**config.mk**
```make
export PLATFORM = sky130hd
export DESIGN_NAME = sorted_key_table_unit
export DESIGN_NICKNAME = d
export VERILOG_FILES = /design/src/hdl/skt_pkg.sv /design/src/hdl/sorted_key_table_unit.sv /design/src/hdl/skt_ram.sv
export SDC_FILE = /design/constraint.sdc
export NUM_CORES = 2
export LEC_CHECK = 0
export ABC_AREA = 1
export BUFFER_PORTS_ARGS = -buffer_cell sky130_fd_sc_hd__buf_2
export CORE_MARGIN = 5
export CORE_UTILIZATION = 30
export CTS_BUF_LIST = sky130_fd_sc_hd__clkbuf_8 sky130_fd_sc_hd__clkbuf_16
export DETAILED_ROUTE_END_ITERATION = 12
export HOLD_SLACK_MARGIN = 0.03
export SLEW_MARGIN = 20
export SYNTH_ARGS = -nofsm -noshare
export SYNTH_HDL_FRONTEND = slang
export SYNTH_HIERARCHICAL = 1
export SYNTH_SLANG_ARGS = --single-unit
```
**constraint.sdc**
```tcl
create_clock -name clock -period 8.2 [get_ports clock]
set_clock_uncertainty 0.2 [all_clocks]
set_input_delay 2.46 -clock clock [delete_from_list [all_inputs] [get_ports clock]]
set_output_delay 2.46 -clock clock [all_outputs]
set_load 0.02 [all_outputs]
```
**src/hdl/skt_pkg.sv**
```systemverilog
// Shared types and codes for the sorted key table.
package skt_pkg;

   // Action carried by each request transaction
   localparam logic ACTION_INSERT = 1'b0;
   localparam logic ACTION_LOOKUP = 1'b1;

   // Result status codes
   typedef enum logic [1:0] {
      STATUS_INSERTED  = 2'd0,
      STATUS_FOUND     = 2'd1,
      STATUS_NOT_FOUND = 2'd2,
      STATUS_FULL      = 2'd3
   } status_type;

   localparam int unsigned KEY_WIDTH     = 32;
   localparam int unsigned PAYLOAD_WIDTH = 32;
   localparam int unsigned ENTRY_WIDTH   = KEY_WIDTH + PAYLOAD_WIDTH;
   localparam int unsigned POS_WIDTH     = 7;

endpackage

```
**src/hdl/sorted_key_table_unit.sv**
```systemverilog
// Sorted key table: insert and lookup over key/payload pairs held in ascending key order.
//
// The table keeps up to TABLE_DEPTH key/payload pairs in one RAM, sorted by
// key. Each request is an insert or a lookup; both run a binary search for the
// lower bound on the RAM's single read port; each probe sets the address and
// then compares on the registered read data, and a last probe step finds the
// search window empty. A lookup then reads and checks the entry at the lower
// bound if that lies inside the table. An insert moves every entry from the
// lower bound up to the top one place higher, one entry per cycle through the
// read and write ports, then writes the new pair. A full table refuses the
// insert. One request is worked on at a time: req_stall is high from
// acceptance until the result is loaded into the output register. A finished
// result waits in the output register while the next request is taken.
module sorted_key_table_unit #(
   parameter int unsigned TABLE_DEPTH = 64
) (
   input  logic                                  clock,
   input  logic                                  reset,
   // request channel
   input  logic                                  req_valid,
   output logic                                  req_stall,
   input  logic                                  req_action,
   input  logic [skt_pkg::KEY_WIDTH-1:0]         req_key,
   input  logic [skt_pkg::PAYLOAD_WIDTH-1:0]     req_payload,
   // response channel
   output logic                                  rsp_valid,
   input  logic                                  rsp_stall,
   output skt_pkg::status_type                   rsp_status,
   output logic [skt_pkg::POS_WIDTH-1:0]         rsp_position,
   output logic [skt_pkg::PAYLOAD_WIDTH-1:0]     rsp_found_payload,
   output logic [skt_pkg::POS_WIDTH-1:0]         rsp_entry_count
);

   import skt_pkg::*;

   localparam int unsigned AW = (TABLE_DEPTH > 1) ? $clog2(TABLE_DEPTH) : 1;
   localparam int unsigned CW = $clog2(TABLE_DEPTH + 1);
   localparam logic [CW-1:0] DEPTH_FULL = CW'(TABLE_DEPTH);

   typedef enum logic [2:0] {
      S_IDLE,
      S_PROBE,
      S_COMPARE,
      S_DECIDE,
      S_SHIFT,
      S_PLACE,
      S_MATCH,
      S_FINISH
   } state_type;

   state_type                state_ff;
   logic [CW-1:0]            count_ff;
   logic [CW-1:0]            lo_ff;
   logic [CW-1:0]            hi_ff;
   logic [CW-1:0]            mid_ff;
   logic [AW-1:0]            ptr_ff;
   logic                     action_ff;
   logic [KEY_WIDTH-1:0]     key_ff;
   logic [PAYLOAD_WIDTH-1:0] payload_ff;
   status_type               status_ff;
   logic [PAYLOAD_WIDTH-1:0] fpay_ff;

   logic                     rsp_valid_ff;
   status_type               rsp_status_ff;
   logic [POS_WIDTH-1:0]     rsp_position_ff;
   logic [PAYLOAD_WIDTH-1:0] rsp_found_payload_ff;
   logic [POS_WIDTH-1:0]     rsp_entry_count_ff;

   logic [CW-1:0]            mid_in;
   logic [CW-1:0]            last_in;
   logic                     ram_wr_en;
   logic [AW-1:0]            ram_wr_addr;
   logic [ENTRY_WIDTH-1:0]   ram_wr_data;
   logic [AW-1:0]            ram_rd_addr;
   logic [ENTRY_WIDTH-1:0]   ram_rd_data;
   logic [KEY_WIDTH-1:0]     rd_key;
   logic [PAYLOAD_WIDTH-1:0] rd_payload;
   logic                     out_free;

   // Table storage: key in the upper half, payload in the lower half
   skt_ram #(
      .WIDTH (ENTRY_WIDTH),
      .DEPTH (TABLE_DEPTH)
   ) u_table (
      .clock   (clock),
      .wr_en   (ram_wr_en),
      .wr_addr (ram_wr_addr),
      .wr_data (ram_wr_data),
      .rd_addr (ram_rd_addr),
      .rd_data (ram_rd_data)
   );

   assign rd_key     = ram_rd_data[ENTRY_WIDTH-1:PAYLOAD_WIDTH];
   assign rd_payload = ram_rd_data[PAYLOAD_WIDTH-1:0];

   // Midpoint of the search window and index of the top entry
   assign mid_in  = lo_ff + ((hi_ff - lo_ff) >> 1);
   assign last_in = count_ff - CW'(1);

   // Output register is free when empty or being taken this cycle
   assign out_free = !rsp_valid_ff || !rsp_stall;

   // Drive RAM addresses and write data from the sequencer state
   always_comb begin
      ram_rd_addr = mid_in[AW-1:0];
      ram_wr_en   = 1'b0;
      ram_wr_addr = ptr_ff + AW'(1);
      ram_wr_data = ram_rd_data;
      unique case (state_ff)
         S_PROBE: begin
            ram_rd_addr = mid_in[AW-1:0];
         end
         S_DECIDE: begin
            ram_rd_addr = (action_ff == ACTION_LOOKUP) ? lo_ff[AW-1:0] : last_in[AW-1:0];
         end
         S_SHIFT: begin
            ram_rd_addr = ptr_ff - AW'(1);
            ram_wr_en   = 1'b1;
            ram_wr_addr = ptr_ff + AW'(1);
            ram_wr_data = ram_rd_data;
         end
         S_PLACE: begin
            ram_wr_en   = 1'b1;
            ram_wr_addr = lo_ff[AW-1:0];
            ram_wr_data = {key_ff, payload_ff};
         end
         default: begin
         end
      endcase
   end

   // Sequencer: search, shift or match, then hand the result over
   always_ff @(posedge clock) begin
      if (reset) begin
         state_ff     <= S_IDLE;
         count_ff     <= '0;
         rsp_valid_ff <= 1'b0;
      end else begin
         // drop the held transaction once taken, unless a new one is loaded
         if (rsp_valid_ff && !rsp_stall && state_ff != S_FINISH) begin
            rsp_valid_ff <= 1'b0;
         end
         unique case (state_ff)
            S_IDLE: begin
               if (req_valid) begin
                  action_ff  <= req_action;
                  key_ff     <= req_key;
                  payload_ff <= req_payload;
                  lo_ff      <= '0;
                  hi_ff      <= count_ff;
                  fpay_ff    <= '0;
                  state_ff   <= S_PROBE;
               end
            end
            S_PROBE: begin
               if (lo_ff < hi_ff) begin
                  mid_ff   <= mid_in;
                  state_ff <= S_COMPARE;
               end else begin
                  state_ff <= S_DECIDE;
               end
            end
            S_COMPARE: begin
               if (rd_key < key_ff) begin
                  lo_ff <= mid_ff + CW'(1);
               end else begin
                  hi_ff <= mid_ff;
               end
               state_ff <= S_PROBE;
            end
            S_DECIDE: begin
               if (action_ff == ACTION_LOOKUP) begin
                  if (lo_ff < count_ff) begin
                     state_ff <= S_MATCH;
                  end else begin
                     status_ff <= STATUS_NOT_FOUND;
                     state_ff  <= S_FINISH;
                  end
               end else if (count_ff == DEPTH_FULL) begin
                  status_ff <= STATUS_FULL;
                  state_ff  <= S_FINISH;
               end else if (lo_ff == count_ff) begin
                  state_ff <= S_PLACE;
               end else begin
                  ptr_ff   <= last_in[AW-1:0];
                  state_ff <= S_SHIFT;
               end
            end
            S_SHIFT: begin
               // advance down one entry until the lower bound has moved
               if (ptr_ff == lo_ff[AW-1:0]) begin
                  state_ff <= S_PLACE;
               end else begin
                  ptr_ff <= ptr_ff - AW'(1);
               end
            end
            S_PLACE: begin
               count_ff  <= count_ff + CW'(1);
               status_ff <= STATUS_INSERTED;
               state_ff  <= S_FINISH;
            end
            S_MATCH: begin
               if (rd_key == key_ff) begin
                  status_ff <= STATUS_FOUND;
                  fpay_ff   <= rd_payload;
               end else begin
                  status_ff <= STATUS_NOT_FOUND;
               end
               state_ff <= S_FINISH;
            end
            S_FINISH: begin
               // hold until the output register can take the transaction
               if (out_free) begin
                  rsp_valid_ff         <= 1'b1;
                  rsp_status_ff        <= status_ff;
                  rsp_position_ff      <= POS_WIDTH'(lo_ff);
                  rsp_found_payload_ff <= fpay_ff;
                  rsp_entry_count_ff   <= POS_WIDTH'(count_ff);
                  state_ff             <= S_IDLE;
               end
            end
            default: begin
               state_ff <= S_IDLE;
            end
         endcase
      end
   end

   assign req_stall         = (state_ff != S_IDLE);
   assign rsp_valid         = rsp_valid_ff;
   assign rsp_status        = rsp_status_ff;
   assign rsp_position      = rsp_position_ff;
   assign rsp_found_payload = rsp_found_payload_ff;
   assign rsp_entry_count   = rsp_entry_count_ff;

endmodule

```
**src/hdl/skt_ram.sv**
```systemverilog
// Generic single-write, single-read RAM with registered read data.
module skt_ram #(
   parameter int unsigned WIDTH = 64,
   parameter int unsigned DEPTH = 64
) (
   input  logic                     clock,
   input  logic                     wr_en,
   input  logic [$clog2(DEPTH)-1:0] wr_addr,
   input  logic [WIDTH-1:0]         wr_data,
   input  logic [$clog2(DEPTH)-1:0] rd_addr,
   output logic [WIDTH-1:0]         rd_data
);

   logic [WIDTH-1:0] mem_ff [DEPTH];

   // Write port
   always_ff @(posedge clock) begin
      if (wr_en) begin
         mem_ff[wr_addr] <= wr_data;
      end
   end

   // Registered read port
   always_ff @(posedge clock) begin
      rd_data <= mem_ff[rd_addr];
   end

endmodule

```
==> impl_metrics.toml <==
[cts]
htreeDepth = 5
cts_buffer_depth = 4
cts.repair.resized = 0
numClockSinks = 4345
clkSlewWorstSetupHoldPaths_ns = 0.07
cts_tree = "done"
post_cts_buffers = 0
cts_hold_buf = 0
clock_latency_ns = 1.00
cts_root_buf = "clkbuf_16"
cts_buffers = 419

[sta]
worst_slack_ns = 2.41
max_freq_mhz = 173
rsz0062_at_grt = "no"
setup_viol = 0
relSlewSlack_pct = 15.6
hold_viol = 0
slew_violations = 0
fin_crit_ns = 5.79
fin_crit_sh_pct = 70.6
whs_ns = 0.215
worstMarginPinSlew_ns = 1.26

[place]
dpl_cell_area_um2 = 185000
dp_slack_ns = 2.63
portBuffers = 118
place_congestion = 0.812
hpwl_um = 259000

[setup_path]
cp.required_ns = 8.85
worst-path-max-fanout = 106
r2r-start = "lo_ff[1]$_SDFFCE_PN0P_"
critical_path_arrival_ns = 6.44
reg2reg_depth = 18
reg2reg_slack_ns = 2.41
timing.rr.end = "u_table/rd_data[9]$_DFF_P_"
critPathCaptureType = "register"
crit_type = "register to register"
critPathLaunchType = "register"

[hold_path]
hold_path_class = "register to register"
hold_depth = 0
hold_end = "rsp_found_payload[20]$_DFFE_PP_"
hp-start = "fpay_ff[20]$_SDFFCE_PN0P_"

[finish]
drive_gt1_share_pct = 8.29
nets = 14300
final_common_cell = "nand2_1"
area_growth_syn_to_layout_pct = 13.7
final_area_um2 = 198000
final_cell_mix = "4579 x nand2_1, 4270 x edfxtp_1, 3873 x nand3_1"

[global_routing]
grt_pass1_wl_um = 783000
grt_pass1_vias = 107000
antenna_found_initial = 15
grt_max_degree = 195
grt.total_usage_pct = 17.8
grtUsageMet1_pct = 24.1
grt.busiest_layer = "met2"
use_met2_pct = 28.9
use_met3_pct = 2.91
grt_overflow = 0

[drt]
drc = 0
routed_wl_um = 552000
firstDrtPassIters = 7
wire_per_inst_um = 24.7
vias_per_cell = 5.17
ant_nets = 0
drt_iter0_markers = 15200
vias = 115000

[synth]
yosysWarnings = 6
synthCells = 14300
synth_edf_count = 4270
synth.net_count = 14400
syn_area_um2 = 174000
synth.yosys.seq_area_share_pct = 74.3
avgSynthCellArea_um2 = 12.2
async_flop_share_pct = 0
synth_ff_type = "edfxtp_1"
synth_cell_type_count = 45
synth-seq-cells = 4345

[pwr]
leakagePower_nw = 68.9
ir_drop_v = 0.000619
power_density_nw_per_um2 = 389
total_power_w = 0.0772

[floorplanning]
die_area_um2 = 597000
fp-row-count = 280
fp.dieW_um = 773
die_h_um = 773
start_util_pct = 30.1
boundaryPins = 119
core_um2 = 581000

[status]
status = "finished, final reports clean"

[flow_run]
drv_cap = 0
==> through the flow <==
| stage | cells | util [%] | TNS [ns] |
|---|---|---|---|
| 6_report | 22300 | 34.2 | 0 |
| 3_5_place_dp | 21500 | 31.8 | 0 |
| 3_3_place_gp | 21500 | 31.8 | 0 |
| 4_1_cts | 22300 | 34.2 | 0 |
| 5_1_grt | 22300 | 34.2 | 0 |
| 2_1_floorplan | 14300 | - | -156.86 |
==> flip-flops by register name (all words and copies together) (netlist names) <==
name and flops:
state_ff 3, status_ff 2, u_table/mem_ff 4096, payload_ff 32, ptr_ff 6, rsp_entry_count 7, hi_ff 7, key_ff 32
rsp_status 2, u_table/rd_data 64, rsp_found_payload 32, action_ff 1, mid_ff 7, lo_ff 7, count_ff 7, fpay_ff 32
rsp_valid 1, rsp_position 7
==> worst max-delay path: stages, from the launching register on <==
cell and delay (ns):
edfxtp_1 0.63, inv_1 0.23, ha_1 0.35, nand3_1 0.08, nand2_1 0.13, xor2_1 0.25
ha_1 0.33, a21oi_1 0.16, nand2_1 0.09, xor2_1 0.22, nand2_1 0.13, o2111ai_4 0.10
buf_12 0.71, buf_4 0.98, nand3_1 0.35, nand3_1 0.19, nand2_1 0.07, nand2_1 0.06
nand2_1 0.07
==> synth_stat cells, types with 3 or more instances <==
master | instances | area [um2]
xor2_1 | 13 | 114
xnor2_1 | 5 | 43.8
inv_2 | 7 | 26.3
nor4_1 | 10 | 62.6
nor3_2 | 3 | 30.0
nor2_1 | 131 | 492
buf_4 | 139 | 1040
buf_6 | 44 | 495
ha_1 | 58 | 726
nand3_1 | 3874 | 19400
nor3_1 | 9 | 45.0
nand4_1 | 13 | 81.3
inv_1 | 135 | 507
buf_1 | 72 | 270
clkbuf_1 | 154 | 578
o21a_1 | 3 | 22.5
o21ai_0 | 90 | 450
a21oi_1 | 39 | 195
buf_8 | 3 | 45.0
nand2_1 | 4580 | 17200
o21ai_1 | 15 | 75.1
clkbuf_2 | 3 | 15.0
o2111ai_1 | 4 | 35.0
dfxtp_1 | 75 | 1500
edfxtp_1 | 4270 | 128000
or2_2 | 3 | 18.8
buf_2 | 507 | 2540
==> area by class of cell <==
cell class	count	area (um2)
Fill cell	56100	382000
Multi-Input combinational cell	8875	40500
Tap cell	7755	9700
Sequential cell	4345	130000
Clock inverter	336	2970
Timing Repair Buffer	416	4000
Inverter	144	606
Antenna cell	4	10.0
Clock buffer	440	10800
==> worst max-delay path by stage <==
stage,from,endpoint,slack [ns]
2_1_floorplan,state_ff[0]$_SDFFE_PP0P_,u_table/mem_ff[50][0]$_DFFE_PP_,-0.32
3_3_place_gp,lo_ff[1]$_SDFFCE_PN0P_,u_table/rd_data[9]$_DFF_P_,2.74
3_5_place_dp,lo_ff[1]$_SDFFCE_PN0P_,u_table/rd_data[9]$_DFF_P_,2.63
4_1_cts,lo_ff[1]$_SDFFCE_PN0P_,u_table/rd_data[9]$_DFF_P_,2.56
5_1_grt,state_ff[2]$_SDFFE_PP0P_,u_table/rd_data[0]$_DFF_P_,2.19
6_report,lo_ff[1]$_SDFFCE_PN0P_,u_table/rd_data[9]$_DFF_P_,2.41
==> routing by layer <==
| layer | vias to the layer above | share of wire (%) | wire, um |
|---|---|---|---|
| met5 | - | 0 | 0 |
| met4 | 0 | 4.1 | 22500 |
| met3 | 1099 | 10 | 56200 |
| met2 | 6041 | 46 | 255000 |
| met1 | 57500 | 40 | 218000 |
| li1 | 50700 | - | - |
==> cell families after synthesis <==
kind of cell	after synthesis	synth area share (%)
flops	4345	74.3
xor+xnor	18	0.0904
fa+ha+maj	60	0.439
simple gates	8639	21.5
buf+inv	1066	3.17
compound gates	158	0.475
==> power breakdown <==
part | switching [W] | internal (W) | leakage [nW] | total (W)
Combinational | 0.0223 | 0.00752 | 22.6 | 0.0298
Sequential | 0.000213 | 0.0278 | 39.2 | 0.0280
Clock | 0.00851 | 0.0109 | 7.11 | 0.0194
Power figures use the tool's default switching activity.
